## config.mk

```make
export PLATFORM = sky130hd
export DESIGN_NAME = cht_seq
export DESIGN_NICKNAME = d
export VERILOG_FILES = /design/src/rtl/core/cht_pkg.sv /design/src/rtl/core/cht_seq.sv
export SDC_FILE = /design/constraint.sdc
export NUM_CORES = 1
export LEC_CHECK = 0
export ABC_CLOCK_PERIOD_IN_PS = 14200
export BUFFER_PORTS_ARGS = -buffer_cell sky130_fd_sc_hd__buf_2
export CORE_ASPECT_RATIO = 1.1
export CORE_MARGIN = 4
export CORE_UTILIZATION = 62
export CTS_CLUSTER_SIZE = 28
export DETAILED_ROUTE_END_ITERATION = 10
export GPL_ROUTABILITY_DRIVEN = 0
export PLACE_DENSITY = 0.95
export REMOVE_ABC_BUFFERS = 1
export SLEW_MARGIN = 20
export SYNTH_ARGS = -nofsm -noshare
export SYNTH_HDL_FRONTEND = slang
export SYNTH_SLANG_ARGS = --single-unit
```

## constraint.sdc

```tcl
create_clock -name clock -period 14.2 [get_ports clock]
set_clock_uncertainty 0.15 [all_clocks]
set_input_delay 2.13 -clock clock [delete_from_list [all_inputs] [get_ports clock]]
set_output_delay 2.13 -clock clock [all_outputs]
set_load 0.01 [all_outputs]
```

## src/rtl/core/cht_pkg.sv

```systemverilog
// ----------------------------------------------------------------------------
// cht_pkg: shared types and constants of the coordinate hash table
// Slot layout, request and result payloads, codes, and the home slot hash.
// ----------------------------------------------------------------------------
package cht_pkg;

   // Table geometry
   localparam int TABLE_SLOTS = 8192;
   localparam int SLOT_BITS   = $clog2(TABLE_SLOTS);
   localparam int COUNT_W     = SLOT_BITS + 1;
   localparam logic [SLOT_BITS-1:0] SLOT_MAX = SLOT_BITS'(TABLE_SLOTS - 1);

   // Field widths
   localparam int COORD_W       = 24;
   localparam int HANDLE_W      = 12;
   localparam int ENTRY_COUNT_W = 14;
   localparam int LIMIT_W       = 14;

   // Fill limit after reset: three quarters of the slots
   localparam logic [LIMIT_W-1:0] FILL_LIMIT_RESET = LIMIT_W'(TABLE_SLOTS * 3 / 4);

   // Multiplicative hash constants
   localparam logic [31:0] HASH_MUL_X = 32'h9E3779B1;
   localparam logic [31:0] HASH_MUL_Z = 32'h85EBCA77;

   // Register port
   localparam int CSR_ADDR_W = 3;
   localparam int CSR_DATA_W = 32;
   localparam logic [CSR_ADDR_W-3:0] REG_FILL_LIMIT = '0;

   typedef enum logic [1:0] {
      OP_FIND   = 2'd0,
      OP_INSERT = 2'd1,
      OP_REMOVE = 2'd2,
      OP_CLEAR  = 2'd3
   } op_type;

   typedef enum logic [1:0] {
      STAT_OK     = 2'd0,
      STAT_ABSENT = 2'd1,
      STAT_FULL   = 2'd2
   } status_type;

   typedef enum logic [2:0] {
      S_CLEAR,
      S_IDLE,
      S_HASH,
      S_PROBE_RD,
      S_PROBE_CHK,
      S_SHIFT_RD,
      S_SHIFT_DAT,
      S_SHIFT_DEC
   } state_type;

   typedef struct packed {
      op_type                     opcode;
      logic signed [COORD_W-1:0]  tile_x;
      logic signed [COORD_W-1:0]  tile_z;
      logic [HANDLE_W-1:0]        tile_handle;
   } req_type;

   typedef struct packed {
      status_type                 status;
      logic [HANDLE_W-1:0]        found_handle;
      logic [ENTRY_COUNT_W-1:0]   entry_count;
   } rsp_type;

   typedef struct packed {
      logic                       valid;
      logic [COORD_W-1:0]         x;
      logic [COORD_W-1:0]         z;
      logic [HANDLE_W-1:0]        handle;
   } slot_type;

   typedef struct packed {
      logic                       we;
      logic [SLOT_BITS-1:0]       waddr;
      slot_type                   wdata;
      logic                       re;
      logic [SLOT_BITS-1:0]       raddr;
   } mem_req_type;

   // Home slot of a key. The low bits of a product depend only on the low
   // bits of its operands, so the sign extension to 32 bits drops out.
   function automatic logic [SLOT_BITS-1:0] slot_hash(
      input logic [COORD_W-1:0] x,
      input logic [COORD_W-1:0] z
   );
      logic [SLOT_BITS-1:0] px;
      logic [SLOT_BITS-1:0] pz;
      px = x[SLOT_BITS-1:0] * HASH_MUL_X[SLOT_BITS-1:0];
      pz = z[SLOT_BITS-1:0] * HASH_MUL_Z[SLOT_BITS-1:0];
      return px ^ pz;
   endfunction

   // Pack one result item
   function automatic rsp_type make_rsp(
      input status_type          status,
      input logic [HANDLE_W-1:0] handle,
      input logic [COUNT_W-1:0]  count
   );
      rsp_type r;
      r.status       = status;
      r.found_handle = handle;
      r.entry_count  = ENTRY_COUNT_W'(count);
      return r;
   endfunction

endpackage

```

## src/rtl/core/cht_seq.sv

```systemverilog
// ----------------------------------------------------------------------------
// cht_seq: request sequencer of the coordinate hash table
// Hashes the key, probes slots one a cycle, inserts, removes with backward
// shift, and sweeps the memory on reset and clear.
// ----------------------------------------------------------------------------
module cht_seq (
   input  logic                         clock,
   input  logic                         reset,
   input  logic                         start,
   output logic                         busy,
   input  cht_pkg::req_type             req_data,
   output logic                         rsp_valid,
   output cht_pkg::rsp_type             rsp_data,
   input  logic [cht_pkg::LIMIT_W-1:0]  fill_limit,
   output cht_pkg::mem_req_type         mem_req,
   input  cht_pkg::slot_type            rd_data
);
   import cht_pkg::*;

   state_type             state_ff, state_in;
   req_type               req_ff, req_in;
   logic [SLOT_BITS-1:0]  idx_ff, idx_in;
   logic [SLOT_BITS-1:0]  cnt_ff, cnt_in;
   logic [SLOT_BITS-1:0]  hole_ff, hole_in;
   logic [SLOT_BITS-1:0]  k_ff, k_in;
   logic [COUNT_W-1:0]    count_ff, count_in;
   logic [HANDLE_W-1:0]   found_ff, found_in;
   logic                  clr_rsp_ff, clr_rsp_in;
   logic                  rsp_valid_ff, rsp_valid_in;
   rsp_type               rsp_ff, rsp_in;

   logic [31:0]           limit_eff;
   logic                  table_full;
   logic                  key_hit;
   logic                  stays;
   logic                  shift_done;
   logic [COUNT_W-1:0]    count_dec;
   slot_type              new_slot;

   // Effective fill limit, capped at the slot count
   assign limit_eff  = (32'(fill_limit) > 32'(TABLE_SLOTS)) ? 32'(TABLE_SLOTS)
                                                             : 32'(fill_limit);
   assign table_full = 32'(count_ff) >= limit_eff;

   assign key_hit = (rd_data.x == req_ff.tile_x) && (rd_data.z == req_ff.tile_z);

   // Entry at j stays when its home lies cyclically in (hole, j]
   always_comb begin
      if (hole_ff <= idx_ff) begin
         stays = (hole_ff < k_ff) && (k_ff <= idx_ff);
      end else begin
         stays = (hole_ff < k_ff) || (k_ff <= idx_ff);
      end
   end

   assign count_dec = (count_ff != '0) ? COUNT_W'(count_ff - 1'b1) : count_ff;

   always_comb begin
      new_slot.valid  = 1'b1;
      new_slot.x      = req_ff.tile_x;
      new_slot.z      = req_ff.tile_z;
      new_slot.handle = req_ff.tile_handle;
   end

   // Next state and memory accesses
   always_comb begin
      state_in     = state_ff;
      req_in       = req_ff;
      idx_in       = idx_ff;
      cnt_in       = cnt_ff;
      hole_in      = hole_ff;
      k_in         = k_ff;
      count_in     = count_ff;
      found_in     = found_ff;
      clr_rsp_in   = clr_rsp_ff;
      rsp_valid_in = 1'b0;
      rsp_in       = rsp_ff;
      mem_req      = '0;
      shift_done   = 1'b0;

      case (state_ff)
         // Sweep the memory, one slot a cycle
         S_CLEAR: begin
            mem_req.we    = 1'b1;
            mem_req.waddr = idx_ff;
            mem_req.wdata = '0;
            idx_in        = idx_ff + 1'b1;
            if (idx_ff == SLOT_MAX) begin
               state_in   = S_IDLE;
               count_in   = '0;
               clr_rsp_in = 1'b0;
               if (clr_rsp_ff) begin
                  rsp_valid_in = 1'b1;
                  rsp_in       = make_rsp(STAT_OK, '0, '0);
               end
            end
         end

         // Take an item
         S_IDLE: begin
            if (start) begin
               req_in = req_data;
               if (req_data.opcode == OP_CLEAR) begin
                  state_in   = S_CLEAR;
                  idx_in     = '0;
                  clr_rsp_in = 1'b1;
               end else begin
                  state_in = S_HASH;
               end
            end
         end

         // Compute the home slot, refuse inserts into a full table
         S_HASH: begin
            idx_in = slot_hash(req_ff.tile_x, req_ff.tile_z);
            cnt_in = '0;
            if ((req_ff.opcode == OP_INSERT) && table_full) begin
               state_in     = S_IDLE;
               rsp_valid_in = 1'b1;
               rsp_in       = make_rsp(STAT_FULL, '0, count_ff);
            end else begin
               state_in = S_PROBE_RD;
            end
         end

         S_PROBE_RD: begin
            mem_req.re    = 1'b1;
            mem_req.raddr = idx_ff;
            state_in      = S_PROBE_CHK;
         end

         // Check one slot, read the next one when the chain goes on
         S_PROBE_CHK: begin
            if (req_ff.opcode == OP_INSERT) begin
               if (!rd_data.valid) begin
                  mem_req.we    = 1'b1;
                  mem_req.waddr = idx_ff;
                  mem_req.wdata = new_slot;
                  count_in      = COUNT_W'(count_ff + 1'b1);
                  state_in      = S_IDLE;
                  rsp_valid_in  = 1'b1;
                  rsp_in        = make_rsp(STAT_OK, '0, COUNT_W'(count_ff + 1'b1));
               end else begin
                  idx_in        = idx_ff + 1'b1;
                  mem_req.re    = 1'b1;
                  mem_req.raddr = idx_ff + 1'b1;
               end
            end else if (!rd_data.valid) begin
               state_in     = S_IDLE;
               rsp_valid_in = 1'b1;
               rsp_in       = make_rsp(STAT_ABSENT, '0, count_ff);
            end else if (key_hit) begin
               if (req_ff.opcode == OP_FIND) begin
                  state_in     = S_IDLE;
                  rsp_valid_in = 1'b1;
                  rsp_in       = make_rsp(STAT_OK, rd_data.handle, count_ff);
               end else begin
                  found_in = rd_data.handle;
                  hole_in  = idx_ff;
                  idx_in   = idx_ff + 1'b1;
                  cnt_in   = '0;
                  state_in = S_SHIFT_RD;
               end
            end else if (cnt_ff == SLOT_MAX) begin
               state_in     = S_IDLE;
               rsp_valid_in = 1'b1;
               rsp_in       = make_rsp(STAT_ABSENT, '0, count_ff);
            end else begin
               idx_in        = idx_ff + 1'b1;
               cnt_in        = cnt_ff + 1'b1;
               mem_req.re    = 1'b1;
               mem_req.raddr = idx_ff + 1'b1;
            end
         end

         // Backward shift: read the next slot of the chain, or stop after a full turn of the table
         S_SHIFT_RD: begin
            if (cnt_ff == SLOT_MAX) begin
               shift_done = 1'b1;
            end else begin
               mem_req.re    = 1'b1;
               mem_req.raddr = idx_ff;
               state_in      = S_SHIFT_DAT;
            end
         end

         // Stop at an empty slot, else hash the entry found there
         S_SHIFT_DAT: begin
            if (!rd_data.valid) begin
               shift_done = 1'b1;
            end else begin
               k_in     = slot_hash(rd_data.x, rd_data.z);
               state_in = S_SHIFT_DEC;
            end
         end

         // Move the entry into the hole unless its home keeps it in place
         S_SHIFT_DEC: begin
            if (!stays) begin
               mem_req.we    = 1'b1;
               mem_req.waddr = hole_ff;
               mem_req.wdata = rd_data;
               hole_in       = idx_ff;
            end
            idx_in   = idx_ff + 1'b1;
            cnt_in   = cnt_ff + 1'b1;
            state_in = S_SHIFT_RD;
         end

         default: begin
            state_in = S_CLEAR;
            idx_in   = '0;
         end
      endcase

      // Empty the final hole and answer the remove
      if (shift_done) begin
         mem_req.we    = 1'b1;
         mem_req.waddr = hole_ff;
         mem_req.wdata = '0;
         count_in      = count_dec;
         state_in      = S_IDLE;
         rsp_valid_in  = 1'b1;
         rsp_in        = make_rsp(STAT_OK, found_ff, count_dec);
      end
   end

   // Control registers
   always_ff @(posedge clock) begin
      if (reset) begin
         state_ff     <= S_CLEAR;
         idx_ff       <= '0;
         clr_rsp_ff   <= 1'b0;
         count_ff     <= '0;
         rsp_valid_ff <= 1'b0;
      end else begin
         state_ff     <= state_in;
         idx_ff       <= idx_in;
         clr_rsp_ff   <= clr_rsp_in;
         count_ff     <= count_in;
         rsp_valid_ff <= rsp_valid_in;
      end
   end

   // Payload registers
   always_ff @(posedge clock) begin
      req_ff   <= req_in;
      cnt_ff   <= cnt_in;
      hole_ff  <= hole_in;
      k_ff     <= k_in;
      found_ff <= found_in;
      rsp_ff   <= rsp_in;
   end

   assign busy      = (state_ff != S_IDLE);
   assign rsp_valid = rsp_valid_ff;
   assign rsp_data  = rsp_ff;

   // A read never meets a write to the same slot in one cycle
   a_no_rw_collision: assert property (@(posedge clock) disable iff (reset)
      !(mem_req.we && mem_req.re && (mem_req.waddr == mem_req.raddr)))
      else $error("slot read and write collide");

   // One result per item: the result strobe is never repeated back to back
   a_single_strobe: assert property (@(posedge clock) disable iff (reset)
      rsp_valid_ff |=> !rsp_valid_ff)
      else $error("result strobe repeated");

   // A full status answers only an insert
   a_full_only_insert: assert property (@(posedge clock) disable iff (reset)
      (rsp_valid_ff && (rsp_ff.status == STAT_FULL)) |-> (req_ff.opcode == OP_INSERT))
      else $error("full status on a non-insert item");

   // A successful insert adds exactly one entry
   a_insert_counts: assert property (@(posedge clock) disable iff (reset)
      (rsp_valid_ff && (rsp_ff.status == STAT_OK) && (req_ff.opcode == OP_INSERT))
      |-> (count_ff == COUNT_W'($past(count_ff) + 1'b1)))
      else $error("insert did not raise the entry count by one");

endmodule
```

==> flow_summary.ini <==
[route]
routed_wl_um = 49000
wl_per_cell_um = 22.5
first_pass_iters = 8
dr.first_iter.drc_count = 1582
vias = 14100
viasPerCell = 6.48
route.detailed.drc = 0
drtAntennaViolNets = 0

[place]
numPortBuffers = 258
place_ws_ns = 7.46
placed_cells = 2142
dp_hpwl_um = 37300

[grt]
antenna_found_initial = 1
grt_max_degree = 64
grt_overflow = 0
gr-usage-all-layers_pct = 34.2
grt_pass1_vias = 14500
grt_pass1_wl_um = 76400

[setup_path]
r2r_cells = 14
rrSetupSlack_ns = 9.15
required_ns = 11.92
cpMaxStageDelayCell = xnor2_1
cp_top_family = compound AO/OA/AOI/OAI gates
end_kind = primary output
slowest_delay_ns = 0.48
cpMostUsedCell = buf_2
cp_max_fo = 17
r2r-start = new_slot[19]
path_cells = buf_2 -> xnor2_1 -> nand4_1 -> nor4_1 -> a31oi_1 -> o211ai_1 -> buf_4 -> nor2_1 -> o21ai_0 -> o31ai_1 -> buf_2
reg2reg_to = idx_ff[12]
worst-setup-path-type = in2out
crit_arrival_ns = 4.61
timing.critical_path.buf_inv = 3
setup.worst_path.start_class = input port

[synthesis]
synth_xor_area_share_pct = 9.51
synthCells = 1604
netlist_top_cells_count = ha_1 (203), inv_1 (202), xnor2_1 (141), edfxtp_1 (139), nor2_1 (88)
synth_top_family_by_area = adder cells
seq_area_frac_synth_pct = 30.4
synth-adder-area-share_pct = 26.4
syn_area_um2 = 16000
synth.top_cell.area_share_pct = 26.1
synth_edf_count = 139
ys_warn_count = 0
synth_area_leaders = edfxtp_1 (26%), ha_1 (16%), fa_1 (11%)
yosys.cell_count.top_type = ha_1
avgSynthCellArea_um2 = 9.96
synthArstFlopShare_pct = 0
synth_top_area_cell = edfxtp_1
synth_compound_gate_area_share_pct = 15.6
synth-simple-area-share_pct = 10.3
synth_cell_type_count = 79
synth-main-ff-cell = edfxtp_1
synth_mux_area_share_pct = 0.400
synth_seq_cells = 173

[layout]
final_cells = 2175
multiInputGateArea_um2 = 10000
fin_nets = 2242
layout-drive-gt1-share_pct = 18.3
syn2layout_area_growth_pct = 13.1
nFillCells = 1694
fin_util_pct = 71.3
seq_area_um2 = 4850

[worst_hold_path]
holdCritPathClass = reg2reg
whs_endpoint = rsp_data[26]
hp-start = rsp_data[26]
holdPathStages = 2

[sta]
min_period_ns = 6.89
max_freq_ghz = 0.145
period_share_pct = 48.5
drv_slew = 0
worst_slew_pin_slew_ns = 1.10
hold_viol = 0
rsz0062_at_grt = false
tns_ns = 0
relSlewSlack_pct = 26.1
layout_setup_ws_ns = 7.31
setup_viol = 0

[power_and_ir_drop]
p_per_area_nw_per_um2 = 92.6
vdd.ir_drop.worst_mv = 0.100
p_leak_nw = 8.16
totalPowerFinal_mw = 1.67

[clocking]
cts.clk_slew.worst_paths_ns = 0.07
cts_setup_buffers = 0
cts_hold_repair.buffers = 0
clk_path_buf_depth = 2
cts_max_level = 4
insertion_delay_ns = 0.45
cts.sinks = 173
cts_tree = built
numCtsBuffers = 17
cts_root_buf = clkbuf_16
cts.repair.resized = 0

[floorplan]
fp.dieArea_um2 = 28400
core-area_um2 = 25300
die_h_um = 176
initial_utilization_pct = 63.0
fp.dieW_um = 161
rows = 61
io_pins = 259

[outcome]
status = completed

[flow_run]
drv_cap = 0
[cells by family (layout without fill, tap and decap cells)]
logic type,Yosys count,after routing
compound gates,359,359
xor+xnor,171,171
fa+ha+maj,287,287
buf+inv,277,501
flops,173,173
mux,6,6
other cells,0,1
simple gates,331,331
[area by class of cell]
cell class                 count  share of cell area, %
clock inverter                14                   1.09
inverter                     202                   4.20
antenna                        1                 0.0139
multi-input combinational   1154                   55.5
tap                          346                   2.40
sequential                   173                   26.9
clock buffer                  18                   2.38
timing repair buffer         267                   7.53
[placed cells by master (no fill, tap or decap), types with 67 or more instances in the layout]
| master | count |
|---|---|
| inv_1 | 202 |
| nor2_1 | 87 |
| fa_1 | 84 |
| buf_2 | 258 |
| nand2_1 | 67 |
| edfxtp_1 | 139 |
| a22o_1 | 73 |
| xnor2_1 | 141 |
| ha_1 | 203 |
| o21ai_0 | 68 |
| a21oi_1 | 75 |
[worst max-delay path by stage]
stage | startpoint | endpoint | slack, ns | depth (start not counted)
global placement | rd_data[34] | mem_req[9] | 7.64 | 11
global route | rd_data[43] | mem_req[9] | 7.10 | 11
CTS | rd_data[17] | mem_req[8] | 7.45 | 11
finish | rd_data[26] | mem_req[8] | 7.31 | 11
detailed placement | rd_data[59] | mem_req[8] | 7.46 | 11
floorplan | fill_limit[6] | rsp_data[0] | 7.16 | 12
[sequential cells by signal, indices dropped and copies added (netlist names)]
register	flops
new_slot	60
rsp_data	28
count_ff	14
cnt_ff	13
hole_ff	13
idx_ff	13
k_ff	13
found_ff	12
state_ff	3
req_ff	2
clr_rsp_ff	1
rsp_valid	1
[metrics by stage]
step / hold WS (ns) / cell area, um2
4_1_cts: 0.324 / 18000
2_1_floorplan: 0.325 / 15600
6_report: 0.324 / 18100
3_5_place_dp: 0.312 / 17400
3_3_place_gp: 0.304 / 17400
5_1_grt: 0.338 / 18100
[worst min-delay path, delay by kind of cell, from the launching register on]
family / cells / cell delay [ns]
flip-flops: 1 / 0.32
AND/OR/NAND/NOR: 1 / 0.06
multiplexers: 1 / 0.06
[per-layer routing]
metal	vias to the layer above	global-route usage (%)	wire [um]
met5	-	0	0
met4	0	20.1	3410
met3	270	8.90	5500
met2	1103	57.5	23400
met1	6601	39.6	16700
li1	6127	-	-
[report_power, final]
part	internal, mW	switching, mW
sequential	0.571	0.00295
clock	0.285	0.231
combinational	0.267	0.315
Power figures use the tool's default switching activity.
