<file path="src/rtl/core/cht_pkg.sv">
// ----------------------------------------------------------------------------
// cht_pkg: shared types and constants of the coordinate hash table
// Slot layout, request and result payloads, codes, and the home slot hash.
// ----------------------------------------------------------------------------
package cht_pkg;

   // Table geometry
   localparam int TABLE_SLOTS = 8192;
   localparam int SLOT_BITS   = $clog2(TABLE_SLOTS);
   localparam int COUNT_W     = SLOT_BITS + 1;
   localparam logic [SLOT_BITS-1:0] SLOT_MAX = SLOT_BITS'(TABLE_SLOTS - 1);

   // Field widths
   localparam int COORD_W       = 24;
   localparam int HANDLE_W      = 12;
   localparam int ENTRY_COUNT_W = 14;
   localparam int LIMIT_W       = 14;

   // Fill limit after reset: three quarters of the slots
   localparam logic [LIMIT_W-1:0] FILL_LIMIT_RESET = LIMIT_W'(TABLE_SLOTS * 3 / 4);

   // Multiplicative hash constants
   localparam logic [31:0] HASH_MUL_X = 32'h9E3779B1;
   localparam logic [31:0] HASH_MUL_Z = 32'h85EBCA77;

   // Register port
   localparam int CSR_ADDR_W = 3;
   localparam int CSR_DATA_W = 32;
   localparam logic [CSR_ADDR_W-3:0] REG_FILL_LIMIT = '0;

   typedef enum logic [1:0] {
      OP_FIND   = 2'd0,
      OP_INSERT = 2'd1,
      OP_REMOVE = 2'd2,
      OP_CLEAR  = 2'd3
   } op_type;

   typedef enum logic [1:0] {
      STAT_OK     = 2'd0,
      STAT_ABSENT = 2'd1,
      STAT_FULL   = 2'd2
   } status_type;

   typedef enum logic [2:0] {
      S_CLEAR,
      S_IDLE,
      S_HASH,
      S_PROBE_RD,
      S_PROBE_CHK,
      S_SHIFT_RD,
      S_SHIFT_DAT,
      S_SHIFT_DEC
   } state_type;

   typedef struct packed {
      op_type                     opcode;
      logic signed [COORD_W-1:0]  tile_x;
      logic signed [COORD_W-1:0]  tile_z;
      logic [HANDLE_W-1:0]        tile_handle;
   } req_type;

   typedef struct packed {
      status_type                 status;
      logic [HANDLE_W-1:0]        found_handle;
      logic [ENTRY_COUNT_W-1:0]   entry_count;
   } rsp_type;

   typedef struct packed {
      logic                       valid;
      logic [COORD_W-1:0]         x;
      logic [COORD_W-1:0]         z;
      logic [HANDLE_W-1:0]        handle;
   } slot_type;

   typedef struct packed {
      logic                       we;
      logic [SLOT_BITS-1:0]       waddr;
      slot_type                   wdata;
      logic                       re;
      logic [SLOT_BITS-1:0]       raddr;
   } mem_req_type;

   // Home slot of a key. The low bits of a product depend only on the low
   // bits of its operands, so the sign extension to 32 bits drops out.
   function automatic logic [SLOT_BITS-1:0] slot_hash(
      input logic [COORD_W-1:0] x,
      input logic [COORD_W-1:0] z
   );
      logic [SLOT_BITS-1:0] px;
      logic [SLOT_BITS-1:0] pz;
      px = x[SLOT_BITS-1:0] * HASH_MUL_X[SLOT_BITS-1:0];
      pz = z[SLOT_BITS-1:0] * HASH_MUL_Z[SLOT_BITS-1:0];
      return px ^ pz;
   endfunction

   // Pack one result item
   function automatic rsp_type make_rsp(
      input status_type          status,
      input logic [HANDLE_W-1:0] handle,
      input logic [COUNT_W-1:0]  count
   );
      rsp_type r;
      r.status       = status;
      r.found_handle = handle;
      r.entry_count  = ENTRY_COUNT_W'(count);
      return r;
   endfunction

endpackage

</file>
<file path="src/rtl/core/cht_csr.sv">
// ----------------------------------------------------------------------------
// cht_csr: register port of the coordinate hash table
// Holds the fill limit; APB-style writes and reads, always ready.
// ----------------------------------------------------------------------------
module cht_csr (
   input  logic                              clock,
   input  logic                              reset,
   input  logic                              psel,
   input  logic                              penable,
   input  logic                              pwrite,
   input  logic [cht_pkg::CSR_ADDR_W-1:0]    paddr,
   input  logic [cht_pkg::CSR_DATA_W-1:0]    pwdata,
   output logic [cht_pkg::CSR_DATA_W-1:0]    prdata,
   output logic                              pready,
   output logic [cht_pkg::LIMIT_W-1:0]       fill_limit
);
   import cht_pkg::*;

   logic [CSR_ADDR_W-3:0] reg_index;
   logic                  wr_en;
   logic [LIMIT_W-1:0]    fill_limit_ff;
   logic [LIMIT_W-1:0]    fill_limit_in;

   assign pready    = 1'b1;
   assign reg_index = paddr[CSR_ADDR_W-1:2];
   assign wr_en     = psel && penable && pwrite && pready;

   // Decode the write
   always_comb begin
      fill_limit_in = fill_limit_ff;
      if (wr_en && (reg_index == REG_FILL_LIMIT)) begin
         fill_limit_in = pwdata[LIMIT_W-1:0];
      end
   end

   always_ff @(posedge clock) begin
      if (reset) begin
         fill_limit_ff <= FILL_LIMIT_RESET;
      end else begin
         fill_limit_ff <= fill_limit_in;
      end
   end

   // Read back
   always_comb begin
      case (reg_index)
         REG_FILL_LIMIT: prdata = CSR_DATA_W'(fill_limit_ff);
         default:        prdata = '0;
      endcase
   end

   assign fill_limit = fill_limit_ff;

endmodule

</file>
<file path="config.mk">
export PLATFORM = sky130hd
export DESIGN_NAME = cht_csr
export DESIGN_NICKNAME = d
export VERILOG_FILES = /design/src/rtl/core/cht_pkg.sv /design/src/rtl/core/cht_csr.sv
export SDC_FILE = /design/constraint.sdc
export NUM_CORES = 1
export LEC_CHECK = 0
export ABC_AREA = 1
export BUFFER_PORTS_ARGS = -buffer_cell sky130_fd_sc_hd__buf_2
export CORE_MARGIN = 3
export CORE_UTILIZATION = 33
export DETAILED_ROUTE_END_ITERATION = 8
export GPL_ROUTABILITY_DRIVEN = 1
export PLACE_DENSITY = 0.84
export SLEW_MARGIN = 20
export SYNTH_ARGS = -nofsm -noshare
export SYNTH_HDL_FRONTEND = slang
export SYNTH_SLANG_ARGS = --single-unit
</file>
<file path="constraint.sdc">
create_clock -name clock -period 0.95 [get_ports clock]
set_clock_uncertainty 0.2 [all_clocks]
set_input_delay 0.19 -clock clock [delete_from_list [all_inputs] [get_ports clock]]
set_output_delay 0.19 -clock clock [all_outputs]
set_load 0.05 [all_outputs]
</file>
==> results.txt, run 1 <==
In this run the biggest area consumer among cell types represents 29.05% of the synthesized area. The most numerous cell in the Yosys netlist is sky130_fd_sc_hd__inv_1. The via density per instance is 4.046. The signal on the critical path passes through inv_2 > nor2_4 > buf_8. CTS placed an instance of sky130_fd_sc_hd__clkbuf_4 at the clock tree root.

Data on the critical path is required at its endpoint by 560 ps. The final reports fail on negative hold slack, negative setup slack. The count of different cell masters after synthesis is 17.

In the synthesized netlist the async set-or-reset flop fraction comes to 0%. The critical path class is reg -> out. In the routed design, unresolved DRC markers number 0. The number of register bits inferred by synthesis came out at 14. The clock passes through at most 2 buffers.

Of all nets on the critical path, the largest fanout is 3. The final wirelength came out at 2.549 mm. The number of setup violations in the final report came out at 28.

The leakage component of the power came out at 0.0008890 uW. The most frequently used flop master after synthesis is sky130_fd_sc_hd__dfxtp_1. The floorplan step defined a die boundary enclosing 3608 um^2. The number of search-and-repair iterations in the first detailed-routing pass is 4. The share of power burned in registers came out at 36.4%. Counting I/O delays and the setup requirement, the final critical path takes 1322 ps. TritonCTS built the clock tree.

Once placement completed, the tool counted placed cells totaling 227. The number of port buffers came out at 47. The worst setup slack before clock tree synthesis came out at -320.7 ps.

The total number of vias is 963. The maximum level of the CTS H-tree came out at 1. The kind of cell with the highest combined delay along the critical path is flip-flops. From left edge to right edge, the die measures 60.07 um. The initial utilization of the core area, before any placement, comes to 36.61%.

The number of nets still failing antenna checks after routing came out at 0. The total track usage came out at 14.20%. For this design the total switching power over the nets is 693.8 uW. The count of endpoints failing hold in the final timing report is 2.

The mean routed wirelength per cell is 10.71 um. The total standard cell area after synthesis is 964.7 um^2. The element type at the critical path start is a flip-flop. On the final layout, the worst hold slack is -68.93 ps.

The post-route netlist has 66.35% of its cells at a drive strength greater than 1. The number of flip-flops in the largest register came out at 14. The sequential cell area fraction in the yosys report is 29.05%.

Clock tree synthesis inserted a total of 3 buffers. The via count of the first global-routing pass is 905. The total count of max-transition violations in the final report is 0. The type of the worst min-delay path is in -> reg. The synthesized design spends more area on one cell type than any other, namely sky130_fd_sc_hd__dfxtp_1. The die span in y came out at 60.07 um. The portion of total power attributed to the clock network came out at 20.7%. The total number of yosys warnings came out at 0.

The placer congestion estimate came out at 0.7064. The longest individual stage delay on the worst path came out at 370 ps. The half-perimeter wire length after detailed placement came out at 1.820 mm.

After global routing the overflow that remains totals 0. The final net count is 249. Sorting the synthesized cells by area gives the leading types as sky130_fd_sc_hd__dfxtp_1 29%, sky130_fd_sc_hd__buf_4 16%, sky130_fd_sc_hd__inv_1 11%, sky130_fd_sc_hd__nor2_2 10%, sky130_fd_sc_hd__nor2_1 8.6%.

The number of max-cap violations came out at 0. Of the available clock period, the critical path in the final layout requires 139.1%. The worst setup slack after layout is -371.8 ps. The area of the placeable core came out at 2635 um^2.

The internal power came out at 975.7 uW. The count of flip-flops with a built-in enable after synthesis is 0. The fraction of power spent switching nets is 41.56%. The footprint of the flip-flops and latches came out at 332.8 um^2. The highest attainable clock frequency came out at 756.6 MHz. The clock sink count is 14. VDD sags by at most 0.9623 mV. Counting instances in the post-synthesis netlist gives the leading cell types as 29 x sky130_fd_sc_hd__inv_1, 22 x sky130_fd_sc_hd__nor2_1, 21 x sky130_fd_sc_hd__buf_4. The number of rows in the core area is 18. The flow ran to the end, but the final reports show violations. The antenna diode count is 0. The slowest stage of the critical path is the sky130_fd_sc_hd__dfxtp_4 cell. The maximum number of pins on one net before global-route repair came out at 15. The critical path data arrival time came out at 930 ps. The instance count of the mapped netlist came out at 144. The total power density per cell area is 929.2 nW/um^2. The area of the multi-input gates came out at 581.8 um^2.

The combinational group share of total power is 42.8%. Clock-pin slew was measured on the worst setup and hold paths at 80 ps. During I/O placement, the number of pins put on the boundary was 87. Setup repair after global routing could not meet its margin everywhere. The layout-stage area growth over the synthesis result is 86.25%.

The number of filler instances in the final layout is 217. The initial detailed-routing violation count is 6. STA classifies the critical path endpoint as an output port. The clock latency reported for the late side of the worst-skew pair is 280 ps. The initial antenna violation count is 0.

The count of cells in the finished layout, fillers not included, comes to 238. Counting both buffers and inverters, the worst setup path holds a total of 2. The mean cell area of the mapped netlist is 6.699 um^2.

The global-route wire length before repair is 3.864 mm.
==> layout by cell type (no fill, tap or decap) <==
master                     count
sky130_fd_sc_hd__buf_12        3
sky130_fd_sc_hd__buf_2        18
sky130_fd_sc_hd__buf_4        15
sky130_fd_sc_hd__buf_6        12
sky130_fd_sc_hd__buf_8        20
sky130_fd_sc_hd__clkbuf_4      3
sky130_fd_sc_hd__clkinv_1      1
sky130_fd_sc_hd__clkinv_4      1
sky130_fd_sc_hd__conb_1       19
sky130_fd_sc_hd__dfxtp_4      14
sky130_fd_sc_hd__inv_1        15
sky130_fd_sc_hd__inv_2        13
sky130_fd_sc_hd__inv_4         1
sky130_fd_sc_hd__nand2_1      15
sky130_fd_sc_hd__nand2_2       3
sky130_fd_sc_hd__nand2_4       1
sky130_fd_sc_hd__nand3_1      12
sky130_fd_sc_hd__nand3_2       2
sky130_fd_sc_hd__nor2_1        8
sky130_fd_sc_hd__nor2_2       11
sky130_fd_sc_hd__nor2_4       20
sky130_fd_sc_hd__nor2_8        1
==> worst min-delay path: stages <==
cell                      delay (ps)
sky130_fd_sc_hd__buf_2            80
sky130_fd_sc_hd__nand2_2          40
sky130_fd_sc_hd__nand3_1          70
==> power by group through the flow <==
stage,Sequential [uW],Clock (uW),Combinational [uW]
floorplan,688,0,474
global placement,614,0,608
detailed placement,615,0,614
CTS,608,369,672
global route,611,400,757
finish,608,346,715
==> what timing repair did <==
| action | 4_1_cts | 5_1_grt |
|---|---|---|
| setup buffers | 2 | 5 |
| resized for setup | 62 | 27 |
| endpoints found under the hold margin | 2 | 2 |
| endpoints found under the setup margin | 28 | 34 |
| pin swaps | 14 | 3 |
==> path summary, 6_finish.rpt <==
path / slack (ps) / from / endpoint / depth (start not counted)
max reg2reg: 20 / fill_limit[2]$_SDFFE_PP0P_ / fill_limit[2]$_SDFFE_PP0P_ / 3
min reg2reg: 300 / fill_limit[11]$_SDFFE_PP1P_ / fill_limit[11]$_SDFFE_PP1P_ / 2
max: -370 / fill_limit[9]$_SDFFE_PP0P_ / prdata[9] / 3
min: -70 / pwdata[11] / fill_limit[11]$_SDFFE_PP1P_ / 3
==> through the flow <==
stage               instance area, um^2  hold slack (ps)  setup TNS, ps  util (%)  total power (uW)
detailed placement                 1423            220.6          -8052     53.99              1229
CTS                                1662           -80.18          -8875     63.06              1648
finish                             1797           -68.93          -8782     68.19              1670
global placement                   1423            211.1          -7426     53.99              1222
global route                       1797           -74.46         -10110     68.19              1768
floorplan                          1227            109.4          -4184         -              1163
==> logic make-up after synthesis <==
| kind of cell | share of synthesized area [%] |
|---|---|
| AND/OR/NAND/NOR | 37.87 |
| buffers and inverters | 32.29 |
| flip-flops | 29.05 |
| other | 0.7785 |
==> final cells by class <==
type / instances / share of cell area [%]
Multi-Input combinational cell: 92 / 32.38
Clock buffer: 3 / 1.253
Inverter: 30 / 6.685
Tap cell: 30 / 2.089
Timing Repair Buffer: 68 / 38.86
Sequential cell: 14 / 18.52
Clock inverter: 1 / 0.2089
==> metal layers <==
metal  global-route usage [%]  vias to the layer above  wire [um]
met5                        0                        -          0
met4                    1.899                        0          9
met3                    4.320                        2        171
met2                    27.47                       36       1466
met1                    15.18                      420        901
li1                         -                      505          -
Note: power is estimated with default switching activity, not from simulation.
==> inputs of run 2 (changes only) <==
Settings changed: BUFFER_PORTS_ARGS -buffer_cell sky130_fd_sc_hd__buf_2 to unset, CORE_UTILIZATION 33 to 55, DONT_BUFFER_PORTS set to 1, PLACE_DENSITY 0.84 to 0.82.
==> run 2 against run 1 <==
Effect of this change: the flow now stops in clock tree synthesis (4_1_cts); synthesized cell count is the same; area after synthesis is the same.
==> results.txt, run 2 <==
The count of buffers added by post-CTS timing repair for setup came out at 6 (+4). The number of port buffers is 0 (-100%). The number of rows in the core area is 14 (-4). The total number of yosys warnings came out at 0 (unchanged). The largest buffer count on any clock path came to 2 (unchanged). The die span in y is 47.88 um (-20%). The initial standard-cell utilization of the core is 61.19% (+25 points). After synthesis, the cell types taking the most area are sky130_fd_sc_hd__dfxtp_1 29%, sky130_fd_sc_hd__buf_4 16%, sky130_fd_sc_hd__inv_1 11%, sky130_fd_sc_hd__nor2_2 10%, sky130_fd_sc_hd__nor2_1 8.6%.

The clock sink count is 14 (unchanged). The number of buffers created by CTS came out at 3 (unchanged). The half-perimeter wire length after detailed placement is 2.597 mm (+43%). In this run the clock root is driven by a sky130_fd_sc_hd__clkbuf_4. The placer congestion estimate came out at 0.7651 (+8.3%).

The count of flip-flops with a built-in enable after synthesis is 0 (unchanged). The number of register bits inferred by synthesis came out at 14 (unchanged). The total standard cell area after synthesis is 964.7 um^2 (unchanged).

The maximum level of the CTS H-tree is 1 (unchanged). The count of different cell masters after synthesis is 17 (unchanged). The mean cell area of the mapped netlist came to 6.699 um^2 (unchanged). The instance area at placement was 1523 um^2 (+7.0%).

The boundary pin count is 87 (unchanged). The count of hold buffers inserted by post-cts repair is 2. The flow did not finish. Ranked by instance count, the synthesized netlist is headed by 29 x sky130_fd_sc_hd__inv_1, 22 x sky130_fd_sc_hd__nor2_1, 21 x sky130_fd_sc_hd__buf_4. The fraction of registers with async set or reset after synthesis is 0% (unchanged). The instance count of the mapped netlist is 144 (unchanged). The most common cell in the synthesized netlist is sky130_fd_sc_hd__inv_1.

The share of Yosys cell area claimed by the top area cell type is 29.05% (unchanged). The width of the die is 47.88 um (-20%). The flow stopped in clock tree synthesis (4_1_cts). The number of instances resized during post-cts repair came to 44 (-29%). The largest area contributor in the synthesized netlist is sky130_fd_sc_hd__dfxtp_1. The sequential cell area fraction in the yosys report came out at 29.05% (unchanged).

The tool reported: "[ERROR DPL-0038] Utilization greater than 100%, impossible to legalize". For this run, the leading register cell type out of synthesis is sky130_fd_sc_hd__dfxtp_1.
-- run 2: cell counts after synthesis --
Identical to the previous run, type by type.
-- run 2: metrics by stage --
step	hold slack (ps)	utilization [%]	setup WS, ps	std cells	setup TNS [ps]
3_5_place_dp	121.1	96.59	-127.0	193	-2235
3_3_place_gp	112.3	96.59	-64.42	193	-1258
2_1_floorplan	109.4	-	-216.4	161	-4184
-- run 2: cell families after synthesis --
group,after synthesis,synth area share [%]
and+or+nand+nor,73,37.87
other,2,0.7785
DFF,14,29.05
buffers and inverters,55,32.29
==> inputs of run 3 (changes only) <==
Settings changed: CORE_AREA set to 3 3 64 66, CORE_MARGIN 3 to unset, CORE_UTILIZATION 55 to unset, DIE_AREA set to 0 0 67 69, PLACE_DENSITY 0.82 to unset, PLACE_DENSITY_LB_ADDON set to 0.15.
Clock period 0.95 ns to 1.25 ns, I/O delays scaled along.
==> run 3 against run 2 <==
Effect of this change: the flow now finishes, with violations (negative setup slack).
==> results.txt, run 3 (synthesis gave the netlist of run 1 again) <==
The initial standard-cell utilization of the core was 26.55% (-35 points). The clock-pin slew on the worst setup and hold paths came out at 60 ps. The total track usage came out at 11.07%. Sequential cells burn 35.3% of the power. The boundary pin count was 87 (unchanged). The clock sink count is 14 (unchanged). The number of buffers created by CTS came out at 3 (unchanged).

The initial antenna violation count is 0. The critical path data arrival time is 870 ps. The final net count is 216. The combinational group share of total power is 35.1%. The worst vdd rail ir drop is 0.2916 mV. The overall die area came out at 4623 um^2. Entering global routing, the biggest net connects 17 pins. The library cell used most frequently in the layout, excluding fill and tap cells, is sky130_fd_sc_hd__conb_1.

The clock latency reported for the late side of the worst-skew pair is 240 ps. The width of the die came out at 67 um (+40%). In this run the remaining antenna-violating nets after routing total 0. The element type at the critical path start is a flip-flop. After detailed routing, the average wire length per cell comes to 10.87 um.

TritonCTS built the clock tree. The die span in y came out at 69 um (+44%). The checks that failed: negative setup slack. The worst setup slack before clock tree synthesis is 45.63 ps (+172.6 ps). The count of endpoints failing hold in the final timing report came out at 0. The via density per instance came out at 3.785. After routing the design area is 1573 um^2. The final wirelength came out at 2.424 mm. The portion of total power attributed to the clock network came out at 29.6%. Timing would allow up to 756.6 MHz. The number of setup violations in the final report is 14. The first global-routing pass estimated 3.974 mm of wire. The final design utilization is 43.29%.

The worst setup path is of the reg -> out kind. The half-perimeter wire length after detailed placement came out at 2.015 mm (-22%). The instance area at placement is 1471 um^2 (-3.4%).

The number of max-cap violations is 0. The share of the clock period used by the worst path came out at 105.7%. The antenna diode count is 0. The final critical-path required period is 1322 ps. The final cell count without fillers is 223.

The largest buffer count on any clock path came to 2 (unchanged). In this run the worst hold path is classified as in -> reg. The leakage component of the power came out at 0.0007192 uW.

The reported net switching power is 499.4 uW. The post-route netlist has 56.57% of its cells at a drive strength greater than 1. Global routing finished with a remaining overflow of 0. The number of rows in the core area is 22 (+8). Internal power comes to 788.8 uW. The placer congestion estimate is 0.6324 (-17%). Setup repair after global routing could not meet its margin everywhere. The number of flip-flops in the largest register is 14. The total count of max-transition violations in the final report is 0. The layout-stage area growth over the synthesis result came out at 63.04%. The initial detailed-routing violation count is 23. The total number of vias is 844. The minimum setup slack among reg-to-reg paths is 250 ps. Leaving out fill and tap cells, the most frequent cells in the layout are 19 x sky130_fd_sc_hd__conb_1, 17 x sky130_fd_sc_hd__nand2_1, 16 x sky130_fd_sc_hd__nor2_2, 15 x sky130_fd_sc_hd__nor2_4, 15 x sky130_fd_sc_hd__inv_1. The area of the placeable core is 3633 um^2. The required time at the endpoint of the critical path is 800 ps. The count of placed standard cells including taps came out at 217 (+12%).

The count of buffers added by post-CTS timing repair for setup came to 0 (-6). The total power density per cell area is 819.0 nW/um^2. The flow ran to the end, but the final reports show violations. Net switching is 38.77% of the power. The maximum level of the CTS H-tree came out at 1 (unchanged).

The critical path endpoint category is an output port. The root buffer cell is sky130_fd_sc_hd__clkbuf_8. The number of port buffers came out at 0 (unchanged). The first TritonRoute pass finished after 2 iterations.

Counting the fill cells in the layout gives 383. The worst setup slack after layout came out at -71.76 ps. The via count of the first global-routing pass came to 827. The number of DRC violations after detailed routing is 0. Of all nets on the critical path, the largest fanout is 2.
run 3: cell type report:
cell class	count	area (um^2)	area share [%]
multi-input combinational	92	541.8	34.45
timing repair buffer	35	476.7	30.31
sequential	14	332.8	21.16
inverter	30	116.4	7.399
tap	48	60.06	3.819
clock buffer	3	41.29	2.625
clock inverter	1	3.754	0.2387
run 3: power groups by stage:
stage / sequential [uW] / combinational [uW] / clock [uW]
2_1_floorplan: 523 / 358 / 0
3_3_place_gp: 462 / 440 / 0
3_5_place_dp: 463 / 443 / 0
4_1_cts: 453 / 449 / 394
5_1_grt: 458 / 478 / 414
6_report: 455 / 452 / 381
run 3: path summary, 6_finish.rpt:
kind / startpoint / end / depth (start not counted)
setup / recovery: fill_limit[9]$_SDFFE_PP0P_ / prdata[9] / 3
hold / removal: pwdata[13] / fill_limit[13]$_SDFFE_PP0P_ / 4
setup reg to reg: fill_limit[3]$_SDFFE_PP0P_ / fill_limit[3]$_SDFFE_PP0P_ / 3
hold reg to reg: fill_limit[11]$_SDFFE_PP1P_ / fill_limit[11]$_SDFFE_PP1P_ / 3
run 3: layer usage:
| layer | vias to the layer above | global-route usage, % | routed length [um] |
|---|---|---|---|
| met5 | - | 0 | 0 |
| met4 | 0 | 4.955 | 41 |
| met3 | 4 | 3.583 | 202 |
| met2 | 37 | 18.67 | 1276 |
| met1 | 367 | 12.30 | 904 |
| li1 | 436 | - | - |
run 3: worst max-delay path, stage by stage, from the launching register on:
cell and delay, ps:
sky130_fd_sc_hd__dfxtp_4 350, sky130_fd_sc_hd__inv_2 40, sky130_fd_sc_hd__nor2_4 100, sky130_fd_sc_hd__buf_12 140
run 3: stage by stage:
stage	total power [uW]	hold WS, ps	setup TNS (ps)
4_1_cts	1297	33.79	-924.1
3_5_place_dp	906.5	187.5	0
3_3_place_gp	902.2	181.8	0
6_report	1288	35.12	-855.9
2_1_floorplan	881.1	175.4	0
5_1_grt	1350	40.19	-1466
run 3: timing repair:
item / 4_1_cts / 5_1_grt
setup endpoints to repair: 14 / 28
hold buffers: 2 / 0
hold endpoints to repair: 2 / 0
gates resized for setup: 0 / 10
pin swaps: 14 / 0
==> inputs of run 4 (changes only) <==
Settings changed: CELL_PAD_IN_SITES_DETAIL_PLACEMENT set to 1, CELL_PAD_IN_SITES_GLOBAL_PLACEMENT set to 1.
==> run 4 against run 3 <==
Effect of this change: the flow still finishes with violations (negative setup slack); utilization increased by 0.10 points; via count increased by 3.6%; combinational power grew 1%; highest routed layer unchanged.
==> results.txt, run 4 (synthesis gave the netlist of run 1 again) <==
The number of flip-flops in the largest register is 14 (unchanged). The number of cell instances on the worst register-to-register path came out at 3 (unchanged). The count of endpoints failing hold in the final timing report came out at 0 (unchanged). In this run the clock root is driven by a sky130_fd_sc_hd__clkbuf_8.

The number of rows in the core area is 22 (unchanged). The maximum level of the CTS H-tree came out at 1 (unchanged). The hold-critical path endpoint is fill_limit[8]$_SDFFE_PP0P_.

The number of DRC violations after detailed routing is 0 (unchanged). The TritonCTS clock tree is built. The number of setup violations in the final report is 14 (unchanged). The maximum net fanout on the critical path was 2 (unchanged). The die span in y came to 69 um (unchanged). The global-route wire length before repair is 4.077 mm (+2.6%).

The largest buffer count on any clock path came out at 2 (unchanged). The initial detailed-routing violation count is 17 (-26%). The worst vdd rail ir drop came out at 0.2902 mV (-0.49%). The area of the multi-input gates came out at 541.8 um^2 (unchanged).

The longest individual stage delay on the worst path is 350 ps (about the same). The setup path with the least slack is of type reg -> out. The worst hold margin came out at 36.23 ps (+1.109 ps).

The total count of max-transition violations in the final report is 0 (unchanged). The number of search-and-repair iterations in the first detailed-routing pass is 3 (+1). The area of the placeable core came out at 3633 um^2 (unchanged). The reported net switching power came out at 502.2 uW (+0.57%). Setup repair after global routing could not meet its margin everywhere. The initial standard-cell utilization of the core is 26.55% (unchanged). The via count of the first global-routing pass came out at 850 (+2.8%).

The critical path data arrival time came to 880 ps (about the same). The checks that failed: negative setup slack. The sum of overflow across all layers after global routing is 0 (unchanged).

The width of the die came out at 67 um (unchanged). The clock latency reported for the late side of the worst-skew pair is 240 ps (about the same). The combinational group share of total power is 35.4% (+0.3 points). The total power density per cell area came out at 820.6 nW/um^2 (+0.20%). The final wirelength is 2.608 mm (+7.6%). The fraction of power spent switching nets came out at 38.82% (+0.051 points). On the critical path the largest part of the delay comes from flip-flops. The internal power was 791.5 uW (+0.35%). The share of power burned in registers came out at 35.2% (about the same).

The required time at the endpoint of the critical path came out at 800 ps (about the same). The overall die area came out at 4623 um^2 (unchanged). The total track usage is 11.69% (+0.62 points).

The boundary pin count came to 87 (unchanged). The leakage component of the power was 0.0007168 uW (-0.33%). In this run the critical register-to-register path is launched from fill_limit[1]$_SDFFE_PP0P_. The number of port buffers came out at 0 (unchanged).

The portion of total power attributed to the clock network is 29.4% (-0.2 points). The sum of buffers and inverters on the critical path is 2 (unchanged). The flow ran to the end, but the final reports show violations. The initial antenna violation count came out at 0 (unchanged).

The worst hold path belongs to the class in -> reg. The total power came to 1294 uW (+0.43%). The highest attainable clock frequency came out at 751.8 MHz (-0.64%).

The worst setup slack after layout came out at -80.21 ps (-8.452 ps). Walking the worst path, the cells encountered are inv_2 > nor2_4 > buf_12. The half-perimeter wire length after detailed placement came out at 2.129 mm (+5.6%). The maximum number of pins on one net before global-route repair is 17 (unchanged). STA classifies the critical path endpoint as an output port. The total number of vias came out at 874 (+3.6%). The share of the clock period used by the worst path came to 106.4% (+0.68 points). The ratio of cells with drive above 1 in the final layout came to 56.32% (-0.25 points). The worst setup path is launched from a flip-flop. The clock sink count came out at 14 (unchanged). The number of filler instances in the final layout is 444 (+16%). On the critical path, the stage with the largest delay is an instance of sky130_fd_sc_hd__dfxtp_4. The final net count is 215 (-0.46%). The library cells used most frequently in the layout, excluding fill and tap cells, are 19 x sky130_fd_sc_hd__conb_1, 17 x sky130_fd_sc_hd__nand2_1, 16 x sky130_fd_sc_hd__nor2_2. The via density per instance was 3.937 (+4.0%). The final critical-path required period is 1330 ps (+8.452 ps).

The number of buffers created by CTS was 3 (unchanged). The clock-pin slew on the worst setup and hold paths is 60 ps (about the same). The count of cells along the worst hold path came out at 4 (unchanged). The library cell used most frequently in the layout, excluding fill and tap cells, is sky130_fd_sc_hd__conb_1. The footprint of the flip-flops and latches was 332.8 um^2 (unchanged). The layout-stage area growth over the synthesis result came out at 63.42%. The minimum setup slack among reg-to-reg paths is 230 ps (-20 ps).

The placer congestion estimate came to 0.6592 (+4.2%). The number of max-cap violations came out at 0 (unchanged). The start point of the worst min-delay path is pwdata[8]. The end of the worst register-to-register path is fill_limit[1]$_SDFFE_PP0P_. The number of nets still failing antenna checks after routing is 0 (unchanged).

The mean routed wirelength per cell was 11.75 um (+8.1%). The count of buffers added by post-CTS timing repair for setup is 0 (unchanged). The antenna diode count is 0 (unchanged).
## run 4: worst max path at each step
| stage | startpoint | endpoint | slack [ps] | cells after the start |
|---|---|---|---|---|
| finish | fill_limit[5]$_SDFFE_PP0P_ | prdata[5] | -80 | 3 |
| global route | fill_limit[13]$_SDFFE_PP0P_ | prdata[13] | -110 | 3 |
| CTS | fill_limit[1]$_SDFFE_PP0P_ | prdata[1] | -80 | 3 |
| detailed placement | pwrite | fill_limit[12]$_SDFFE_PP1P_ | 150 | 6 |
| global placement | pwrite | fill_limit[12]$_SDFFE_PP1P_ | 170 | 6 |
| floorplan | paddr[2] | prdata[10] | 2 | 3 |
## run 4: per-layer routing
metal	up-vias	GRT usage (%)	part of all wire, %	wire, um
met3	4	2.932	7.1	186
met4	0	6.081	1.6	42
met2	37	21.18	57	1492
li1	435	-	-	-
met1	398	11.81	34	888
met5	-	0	0	0
## run 4: tightest hold or removal path, delay by kind of cell
kind                   cells  cell delay, ps
buffers and inverters      1              40
and+or+nand+nor            3             160
## run 4: power groups by stage
stage / clock network (uW) / logic [uW] / registers [uW]
after global placement: 0 / 443 / 462
final: 380 / 458 / 456
after floorplan: 0 / 358 / 523
after CTS: 398 / 455 / 453
after global routing: 413 / 480 / 458
after detailed placement: 0 / 449 / 463
## run 4: area by class of cell
| cell class | count | area share (%) |
|---|---|---|
| multi-input cells | 92 | 34.37 |
| repair buffers | 34 | 30.32 |
| flip-flops and latches | 14 | 21.11 |
| inverters | 30 | 7.540 |
| well taps | 48 | 3.810 |
| clock buffers | 3 | 2.619 |
| clock inverters | 1 | 0.2381 |
## run 4: per-stage QoR
step                      TNS (ps)  utilization (%)  setup slack [ps]  instances  instance area (um^2)
final                       -941.1            43.39            -80.21        222                  1577
after global routing         -1514            43.39            -114.2        222                  1577
after CTS                   -980.7            42.53            -83.61        222                  1545
after detailed placement         0            40.63             149.3        216                  1476
after global placement           0            40.63             173.3        216                  1476
after floorplan                  0                -             1.664        161                  1210
## run 4: timing repair
action / in CTS / in global routing
pin swaps: 14 / 3
endpoints found under the setup margin: 15 / 27
gates resized for setup: 1 / 9
hold endpoints to repair: 2 / 0
hold buffers: 2 / 0
